[config.mk]
export PLATFORM = sky130hd
export DESIGN_NAME = rotating_id_allocator
export DESIGN_NICKNAME = d
export VERILOG_FILES = /design/src/rtl/ria_pkg.sv /design/src/rtl/rotating_id_allocator.sv /design/src/rtl/ria_cell.sv /design/src/rtl/ria_ring.sv
export SDC_FILE = /design/constraint.sdc
export NUM_CORES = 1
export LEC_CHECK = 0
export BUFFER_PORTS_ARGS = -buffer_cell sky130_fd_sc_hd__buf_2
export CORE_UTILIZATION = 55
export DETAILED_ROUTE_END_ITERATION = 8
export PLACE_DENSITY = 0.68
export SETUP_SLACK_MARGIN = 0.3
export SLEW_MARGIN = 0
export SYNTH_ARGS = -nofsm -noshare
export SYNTH_HDL_FRONTEND = slang
export SYNTH_SLANG_ARGS = --single-unit
[constraint.sdc]
create_clock -name clk -period 2.6 [get_ports clk]
set_input_delay 0.39 -clock clk [delete_from_list [all_inputs] [get_ports clk]]
set_output_delay 0.39 -clock clk [all_outputs]
set_load 0.01 [all_outputs]
[src/rtl/ria_pkg.sv]
// shared constants and types for the rotating id allocator
// op and status codes, id range and the ring control bundle; no dependencies
`timescale 1ns / 1ps

package ria_pkg;

    localparam int NUM_IDS = 254;
    localparam int ID_W    = 8;
    localparam int OP_W    = 2;
    localparam int STS_W   = 2;

    localparam logic [OP_W-1:0] OP_ALLOC   = 2'd0;
    localparam logic [OP_W-1:0] OP_RELEASE = 2'd1;
    localparam logic [OP_W-1:0] OP_RESERVE = 2'd2;
    localparam logic [OP_W-1:0] OP_RESTORE = 2'd3;

    localparam logic [STS_W-1:0] STS_OK    = 2'd0;
    localparam logic [STS_W-1:0] STS_FULL  = 2'd1;
    localparam logic [STS_W-1:0] STS_RANGE = 2'd2;
    localparam logic [STS_W-1:0] STS_SAME  = 2'd3;

    localparam logic [ID_W-1:0] ID_FIRST = ID_W'(1);
    localparam logic [ID_W-1:0] ID_LAST  = ID_W'(NUM_IDS);

    typedef struct packed {
        logic rotate;
        logic wr_en;
        logic wr_val;
    } ring_ctl_t;

endpackage

[src/rtl/rotating_id_allocator.sv]
// rotating id allocator: round-robin handout of ids 1..NUM_IDS
// top level with the op sequencer and result register; depends on ria_pkg, ria_ring
//
// usage:
//   input channel  (in_valid/in_ready):   op, id_in
//   output channel (out_valid/out_ready): id_out, status, one word per input word
//   one word is worked on at a time; in_ready is high only while the sequencer is idle
//   the taken map is a ring of one-bit cells that rotates one place per cycle past a
//   head cell while seeking or scanning; every lookup or update happens at the head
//   after accept, restore or an out-of-range id goes straight to the result;
//   release and reserve first rotate the ring until the id is at the head cell;
//   allocate rotates to the next pointer, then scans at most NUM_IDS cells
//   for a free one, and the next word is taken once the sequencer is idle again
//   the result sits in an output register, so a new word is accepted while the
//   previous result waits; if the receiver stalls, the following result is held
//   inside until the register frees and no further word is taken meanwhile
//   reset clears the whole taken map at once, sets the next pointer to 1 and
//   drops out_valid; the block accepts a word in the first cycle after reset
`timescale 1ns / 1ps

module rotating_id_allocator (
    input  logic                        clk,
    input  logic                        rst_n,
    input  logic                        in_valid,
    output logic                        in_ready,
    input  logic [ria_pkg::OP_W-1:0]    op,
    input  logic [ria_pkg::ID_W-1:0]    id_in,
    output logic                        out_valid,
    input  logic                        out_ready,
    output logic [ria_pkg::ID_W-1:0]    id_out,
    output logic [ria_pkg::STS_W-1:0]   status
);

    localparam logic [1:0] S_IDLE = 2'd0;
    localparam logic [1:0] S_SEEK = 2'd1;
    localparam logic [1:0] S_SCAN = 2'd2;
    localparam logic [1:0] S_RESP = 2'd3;

    logic [1:0]                  state_reg,     state_next;
    logic [ria_pkg::ID_W-1:0]    ptr_reg,       ptr_next;
    logic                        out_valid_reg, out_valid_next;
    logic [ria_pkg::OP_W-1:0]    op_reg,        op_next;
    logic [ria_pkg::ID_W-1:0]    tgt_reg,       tgt_next;
    logic [ria_pkg::ID_W-1:0]    cnt_reg,       cnt_next;
    logic [ria_pkg::ID_W-1:0]    res_id_reg,    res_id_next;
    logic [ria_pkg::STS_W-1:0]   res_st_reg,    res_st_next;
    logic [ria_pkg::ID_W-1:0]    id_out_reg,    id_out_next;
    logic [ria_pkg::STS_W-1:0]   status_reg,    status_next;

    ria_pkg::ring_ctl_t          ring_ctl;
    logic [ria_pkg::ID_W-1:0]    head_id;
    logic                        head_taken;
    logic                        id_ok;
    logic                        out_free;

    ria_ring u_ring (
        .clk        (clk),
        .rst_n      (rst_n),
        .ctl        (ring_ctl),
        .head_id    (head_id),
        .head_taken (head_taken)
    );

    assign id_ok    = (id_in >= ria_pkg::ID_FIRST) && (id_in <= ria_pkg::ID_LAST);
    assign out_free = !out_valid_reg || out_ready;
    assign in_ready = (state_reg == S_IDLE);

    always_comb
    begin
        state_next     = state_reg;
        ptr_next       = ptr_reg;
        out_valid_next = out_valid_reg;
        op_next        = op_reg;
        tgt_next       = tgt_reg;
        cnt_next       = cnt_reg;
        res_id_next    = res_id_reg;
        res_st_next    = res_st_reg;
        id_out_next    = id_out_reg;
        status_next    = status_reg;
        ring_ctl       = '0;

        if (out_valid_reg && out_ready)
        begin
            out_valid_next = 1'b0;
        end

        case (state_reg)
            S_IDLE:
            begin
                if (in_valid)
                begin
                    op_next     = op;
                    res_id_next = '0;
                    res_st_next = ria_pkg::STS_OK;
                    case (op)
                        ria_pkg::OP_ALLOC:
                        begin
                            tgt_next   = ptr_reg;
                            state_next = S_SEEK;
                        end
                        ria_pkg::OP_RELEASE, ria_pkg::OP_RESERVE:
                        begin
                            if (id_ok)
                            begin
                                tgt_next   = id_in;
                                state_next = S_SEEK;
                            end
                            else
                            begin
                                res_st_next = ria_pkg::STS_RANGE;
                                state_next  = S_RESP;
                            end
                        end
                        default:
                        begin
                            ptr_next   = id_ok ? id_in : ria_pkg::ID_FIRST;
                            state_next = S_RESP;
                        end
                    endcase
                end
            end
            S_SEEK:
            begin
                if (head_id == tgt_reg)
                begin
                    if (op_reg == ria_pkg::OP_ALLOC)
                    begin
                        cnt_next   = '0;
                        state_next = S_SCAN;
                    end
                    else
                    begin
                        // release wants a taken bit, reserve wants a free one
                        if (head_taken == (op_reg == ria_pkg::OP_RELEASE))
                        begin
                            ring_ctl.wr_en  = 1'b1;
                            ring_ctl.wr_val = (op_reg == ria_pkg::OP_RESERVE);
                        end
                        else
                        begin
                            res_st_next = ria_pkg::STS_SAME;
                        end
                        state_next = S_RESP;
                    end
                end
                else
                begin
                    ring_ctl.rotate = 1'b1;
                end
            end
            S_SCAN:
            begin
                if (!head_taken)
                begin
                    ring_ctl.wr_en  = 1'b1;
                    ring_ctl.wr_val = 1'b1;
                    res_id_next     = head_id;
                    ptr_next        = (head_id == ria_pkg::ID_LAST) ? ria_pkg::ID_FIRST
                                                                    : head_id + ria_pkg::ID_FIRST;
                    state_next      = S_RESP;
                end
                else if (cnt_reg == ria_pkg::ID_W'(ria_pkg::NUM_IDS - 1))
                begin
                    res_st_next = ria_pkg::STS_FULL;
                    state_next  = S_RESP;
                end
                else
                begin
                    ring_ctl.rotate = 1'b1;
                    cnt_next        = cnt_reg + ria_pkg::ID_FIRST;
                end
            end
            S_RESP:
            begin
                if (out_free)
                begin
                    out_valid_next = 1'b1;
                    id_out_next    = res_id_reg;
                    status_next    = res_st_reg;
                    state_next     = S_IDLE;
                end
            end
            default:
            begin
                state_next = S_IDLE;
            end
        endcase
    end

    always_ff @(posedge clk or negedge rst_n)
    begin
        if (!rst_n)
        begin
            state_reg     <= S_IDLE;
            ptr_reg       <= ria_pkg::ID_FIRST;
            out_valid_reg <= 1'b0;
        end
        else
        begin
            state_reg     <= state_next;
            ptr_reg       <= ptr_next;
            out_valid_reg <= out_valid_next;
        end
    end

    always_ff @(posedge clk)
    begin
        op_reg     <= op_next;
        tgt_reg    <= tgt_next;
        cnt_reg    <= cnt_next;
        res_id_reg <= res_id_next;
        res_st_reg <= res_st_next;
        id_out_reg <= id_out_next;
        status_reg <= status_next;
    end

    assign out_valid = out_valid_reg;
    assign id_out    = id_out_reg;
    assign status    = status_reg;

`ifndef ASSERT_OFF
    a_ptr_range: assert property (@(posedge clk) disable iff (!rst_n)
        (ptr_reg >= ria_pkg::ID_FIRST) && (ptr_reg <= ria_pkg::ID_LAST))
        else $error("next pointer left the id range");

    a_head_range: assert property (@(posedge clk) disable iff (!rst_n)
        (head_id >= ria_pkg::ID_FIRST) && (head_id <= ria_pkg::ID_LAST))
        else $error("head cell id left the id range");

    a_no_rotate_write: assert property (@(posedge clk) disable iff (!rst_n)
        ring_ctl.rotate |-> !ring_ctl.wr_en)
        else $error("ring rotated and written in the same cycle");

    a_id_means_ok: assert property (@(posedge clk) disable iff (!rst_n)
        (out_valid && (id_out != '0)) |-> (status == ria_pkg::STS_OK))
        else $error("id handed out with a failing status");

    a_load_when_free: assert property (@(posedge clk) disable iff (!rst_n)
        (state_reg == S_RESP && out_valid_reg && !out_ready) |=> (state_reg == S_RESP))
        else $error("result dropped while the output register was full");
`endif

endmodule

[src/rtl/ria_cell.sv]
// one cell of the taken-map ring: holds the taken bit of one id
// shifts from its neighbor on rotate, head cell also takes writes; uses no package
`timescale 1ns / 1ps

module ria_cell (
    input  logic clk,
    input  logic rst_n,
    input  logic shift_en,
    input  logic nbr_in,
    input  logic wr_en,
    input  logic wr_val,
    output logic taken
);

    logic taken_reg;
    logic taken_next;

    always_comb
    begin
        taken_next = taken_reg;
        if (shift_en)
        begin
            taken_next = nbr_in;
        end
        else if (wr_en)
        begin
            taken_next = wr_val;
        end
    end

    always_ff @(posedge clk or negedge rst_n)
    begin
        if (!rst_n)
        begin
            taken_reg <= 1'b0;
        end
        else
        begin
            taken_reg <= taken_next;
        end
    end

    assign taken = taken_reg;

endmodule

[src/rtl/ria_ring.sv]
// ring of taken-map cells that rotates past a fixed head cell
// tracks which id sits in the head cell; depends on ria_pkg and ria_cell
`timescale 1ns / 1ps

module ria_ring (
    input  logic                      clk,
    input  logic                      rst_n,
    input  ria_pkg::ring_ctl_t        ctl,
    output logic [ria_pkg::ID_W-1:0]  head_id,
    output logic                      head_taken
);

    logic [ria_pkg::NUM_IDS-1:0] cell_q;
    logic [ria_pkg::ID_W-1:0]    head_id_reg;
    logic [ria_pkg::ID_W-1:0]    head_id_next;

    // cell k holds the id k places after the head, wrapping round
    genvar k;
    generate
        for (k = 0; k < ria_pkg::NUM_IDS; k++)
        begin : g_cell
            if (k == 0)
            begin : g_head
                ria_cell u_cell (
                    .clk      (clk),
                    .rst_n    (rst_n),
                    .shift_en (ctl.rotate),
                    .nbr_in   (cell_q[(k + 1) % ria_pkg::NUM_IDS]),
                    .wr_en    (ctl.wr_en),
                    .wr_val   (ctl.wr_val),
                    .taken    (cell_q[k])
                );
            end
            else
            begin : g_body
                ria_cell u_cell (
                    .clk      (clk),
                    .rst_n    (rst_n),
                    .shift_en (ctl.rotate),
                    .nbr_in   (cell_q[(k + 1) % ria_pkg::NUM_IDS]),
                    .wr_en    (1'b0),
                    .wr_val   (1'b0),
                    .taken    (cell_q[k])
                );
            end
        end
    endgenerate

    always_comb
    begin
        head_id_next = head_id_reg;
        if (ctl.rotate)
        begin
            head_id_next = (head_id_reg == ria_pkg::ID_LAST) ? ria_pkg::ID_FIRST
                                                             : head_id_reg + ria_pkg::ID_FIRST;
        end
    end

    always_ff @(posedge clk or negedge rst_n)
    begin
        if (!rst_n)
        begin
            head_id_reg <= ria_pkg::ID_FIRST;
        end
        else
        begin
            head_id_reg <= head_id_next;
        end
    end

    assign head_id    = head_id_reg;
    assign head_taken = cell_q[0];

endmodule
==> flow_summary.rst <==
.. list-table::
   :header-rows: 1

   * - Metric
     - Value
   * - Result of the run
     - complete, but fails checks
   * - Violated checks
     - design-rule violations
   * - Async SR Flop Fraction
     - 0.878
   * - Slew of the pin with the lowest slew margin
     - 627 ps
   * - Post-route met1 wirelength
     - 8900 um
   * - Overall die area
     - 23300 sq um
   * - Sort of element at the start of the critical path
     - register
   * - Placed wire-length estimate after detailed placement
     - 11900 um
   * - Post-route setup TNS
     - 0 ps
   * - Uppermost layer routed
     - met4
   * - Longest Clk Path Bufs
     - 3
   * - Number of global-route vias before repair
     - 6865
   * - Mean cell area of the mapped netlist
     - 15.7 sq um
   * - Max-cap violations
     - 0
   * - Peak clock frequency supported by timing
     - 0.450 GHz
   * - WL per Instance
     - 16.6 um
   * - Vias
     - 6341
   * - Part of the cycle the worst path needs
     - 0.855
   * - Power density over the cells
     - 1050 nW/um^2
   * - Critical-path maximum fanout
     - 7
   * - Power after layout
     - 15.1 mW
   * - TritonCTS clock tree
     - yes
   * - Routed length on met3
     - 632 um
   * - Number of flip-flops in the largest register
     - 253
   * - Clock latency at the later pin of the worst-skew pair
     - 550 ps
   * - Top post-synthesis cells by area
     - sky130_fd_sc_hd__dfrtp_1 (54%), sky130_fd_sc_hd__mux2_2 (12%), sky130_fd_sc_hd__mux2_1 (9.9%)
   * - Clock buffer count from CTS
     - 31
   * - Number of standard cells after synthesis
     - 797
   * - Arrival time of data at the critical path endpoint
     - 2650 ps
   * - Chip Width
     - 153 um
   * - Required arrival time at the worst endpoint
     - 3030 ps
   * - Static power due to leakage
     - 7.18 nW
   * - WHS
     - 58.5 ps
   * - Max VDD drop
     - 0.000611 V
   * - RSZ-0062 raised after global routing
     - no
   * - Syn Nets
     - 822
   * - Via count normalized by instance count
     - 5.46
   * - Main synth FF type
     - sky130_fd_sc_hd__dfrtp_1
   * - Final setup skew
     - 9.90 ps
   * - Buffer type at the clock tree root
     - sky130_fd_sc_hd__clkbuf_16
   * - Pins Over Slew Limit
     - 0
   * - Chip Height
     - 153 um
   * - Final design utilization
     - 0.652
   * - Iter 0 DRT Violations
     - 250
   * - Ports placed on the boundary
     - 26
   * - P&R area growth vs syn
     - 14.8%
   * - Fraction of layout instances using a drive strength above 1
     - 0.333
   * - Final weighted congestion in routability-driven placement
     - 0.831
   * - Final hold violations
     - 0
   * - Depth of the CTS H-tree
     - 1
   * - Kind of critical path
     - register to register
   * - Worst reg-to-reg setup slack
     - 380 ps
   * - Critical path capture point type
     - register
   * - Number of antenna violations at the first check in global routing
     - 0
   * - Post-detailed-route DRC marker count
     - 2
   * - IO Port Bufs
     - 25
   * - Num Clock Sinks
     - 311
   * - Clock-pin slew of the registers on the worst-case setup and hold paths
     - 60 ps
   * - Ant. Diodes
     - 0
   * - Worst min-delay path category
     - input pin to register
   * - Remaining global-route overflow
     - 0
   * - Cell area after synthesis
     - 12500 sq um
   * - First-pass GRT wire length
     - 33400 um
   * - Antenna violation net count after detailed routing
     - 0
   * - Yosys warning total
     - 0
   * - Cell type contributing the most total cell area after synthesis
     - sky130_fd_sc_hd__dfrtp_1
   * - Met2 Routed Length
     - 9380 um
   * - Net total in the final layout
     - 883
   * - Number of distinct library cell variants in the gate-level netlist after synthesis
     - 49
   * - Drt pass-1 iters
     - 9
   * - Min Tclk post-route
     - 2220 ps
   * - Register bit count reported by yosys
     - 311
   * - Area of the placeable core
     - 22000 sq um
   * - Count of endpoints failing setup in the final report
     - 0
   * - Overall track demand over capacity in global routing
     - 0.173
   * - Effective utilization at floorplan
     - 0.567
   * - Count of flip-flops with a built-in enable after synthesis
     - 38
   * - Largest net degree at the start of global routing
     - 80
   * - Standard-cell rows
     - 54
   * - Area share of the largest cell type after synthesis
     - 0.543
   * - Rel. slew slack
     - 0.582
   * - Total routed wirelength
     - 19300 um
   * - Sequential fraction of the synthesis area
     - 0.638
cells in the mapped netlist, drive strengths merged, types with 2 or more instances:
master and number:
clkbuf 8, ha 11, nand2b 2, or3 3
inv 12, nand4 5, a21boi 4, nor3b 2
a21oi 14, and3 8, or2 3, edfxtp 38
a22oi 8, a31o 2, a2bb2oi 3, nor4 2
nand2 8, a31oi 8, nor2b 4, and2 16
nand3 12, mux2 266, xor2 5, dfstp 2
mux2i 2, buf 34, nor2 12, xnor2 12
dfrtp 271, o21ai 9
stage by stage:
stage | area, sq um | worst slack, ps | cells
2_1_floorplan | 12500 | 347 | 797
3_3_place_gp | 13100 | 318 | 1090
3_5_place_dp | 13100 | 240 | 1090
4_1_cts | 14200 | 311 | 1155
5_1_grt | 14400 | 300 | 1161
6_report | 14400 | 377 | 1161
critical path, cell delays in order (launching register included):
cell and delay (ps):
sky130_fd_sc_hd__dfrtp_2 440, sky130_fd_sc_hd__inv_2 120, sky130_fd_sc_hd__ha_1 180, sky130_fd_sc_hd__nand2_1 120
sky130_fd_sc_hd__a21oi_4 280, sky130_fd_sc_hd__a22oi_4 130, sky130_fd_sc_hd__buf_4 160, sky130_fd_sc_hd__bufbuf_16 270
sky130_fd_sc_hd__buf_4 130, sky130_fd_sc_hd__mux2_2 270
kinds of logic (layout without fill, tap and decap cells):
| kind of cell | Yosys count | count (layout) | share of synthesized area |
|---|---|---|---|
| xor gates and xnor gates | 17 | 17 | 0.0119 |
| buffers and inverters | 54 | 138 | 0.0263 |
| and+or+nand+nor | 81 | 81 | 0.0360 |
| AOI/OAI and AO/OA | 55 | 55 | 0.0300 |
| muxes | 268 | 268 | 0.247 |
| DFF | 311 | 311 | 0.638 |
| adders and majority gates | 11 | 11 | 0.0110 |
routing by layer:
metal	vias to the layer above	track usage
met3	30	0.0279
met5	-	0
met1	3255	0.235
li1	2961	-
met2	95	0.291
met4	0	0.0481
placed cells by master (no fill, tap or decap), types with 3 or more instances in the layout:
master	netlist	layout
sky130_fd_sc_hd__a21boi_0	3	3
sky130_fd_sc_hd__a21oi_1	13	13
sky130_fd_sc_hd__a22oi_1	7	7
sky130_fd_sc_hd__a2bb2oi_1	3	3
sky130_fd_sc_hd__a31oi_1	8	8
sky130_fd_sc_hd__and2_1	16	16
sky130_fd_sc_hd__and3_1	8	7
sky130_fd_sc_hd__buf_12	0	9
sky130_fd_sc_hd__buf_2	11	24
sky130_fd_sc_hd__buf_4	16	29
sky130_fd_sc_hd__bufbuf_16	0	3
sky130_fd_sc_hd__clkbuf_1	8	8
sky130_fd_sc_hd__clkbuf_16	0	33
sky130_fd_sc_hd__clkbuf_8	0	6
sky130_fd_sc_hd__clkinv_2	0	7
sky130_fd_sc_hd__dfrtp_1	271	270
sky130_fd_sc_hd__edfxtp_1	38	38
sky130_fd_sc_hd__ha_1	11	9
sky130_fd_sc_hd__inv_1	12	10
sky130_fd_sc_hd__mux2_1	110	110
sky130_fd_sc_hd__mux2_2	138	138
sky130_fd_sc_hd__mux2_4	18	18
sky130_fd_sc_hd__nand2_1	8	8
sky130_fd_sc_hd__nand3_1	12	12
sky130_fd_sc_hd__nand4_1	5	5
sky130_fd_sc_hd__nor2_1	12	12
sky130_fd_sc_hd__nor2b_1	4	3
sky130_fd_sc_hd__o21ai_0	9	9
sky130_fd_sc_hd__or3_1	3	3
sky130_fd_sc_hd__xnor2_1	12	11
sky130_fd_sc_hd__xor2_1	5	5
what timing repair did:
action                                  in CTS  in global routing
hold buffers                                 1                  0
pin swaps                                    0                  1
gates cloned                                 3                  1
buffers inserted                             5                  5
gates resized for setup                      4                 11
endpoints found under the hold margin       73                  0
endpoints found under the setup margin     185                105
worst paths after layout:
kind,start,cells past startpoint,endpoint
worst min register to register,res_id_reg[6]$_SDFFCE_PN0P_,0,id_out[6]$_DFFE_PP_
worst max-delay path,state_reg[0]$_DFFE_PN0P_,9,u_ring.g_cell[6].g_body.u_cell.taken$_DFFE_PN0P_
worst max register to register,state_reg[0]$_DFFE_PN0P_,9,u_ring.g_cell[6].g_body.u_cell.taken$_DFFE_PN0P_
min in group asynchronous,rst_n,2,out_valid$_DFF_PN0_
max in group asynchronous,rst_n,3,u_ring.g_cell[100].g_body.u_cell.taken$_DFFE_PN0P_
worst min-delay path,op[1],1,op_reg[1]$_DFFE_PP_
power by group:
| part | leakage [nW] | switching [mW] | total [mW] | internal, mW |
|---|---|---|---|---|
| logic | 2.55 | 2.42 | 4.93 | 2.51 |
| clock network | 0.507 | 1.76 | 4.37 | 2.61 |
| registers | 4.12 | 0.266 | 5.82 | 5.55 |
| total | 7.18 | 4.44 | 15.1 | 10.7 |
final cells by class:
| cell class | count | area [sq um] |
|---|---|---|
| Tap cell | 280 | 350 |
| Timing Repair Buffer | 70 | 721 |
| Fill cell | 1557 | 7670 |
| Sequential cell | 311 | 7980 |
| Inverter | 12 | 45.0 |
| Clock inverter | 10 | 104 |
| Clock buffer | 46 | 913 |
| Multi-Input combinational cell | 432 | 4240 |
No activity file was read; power rests on OpenSTA's default activity.
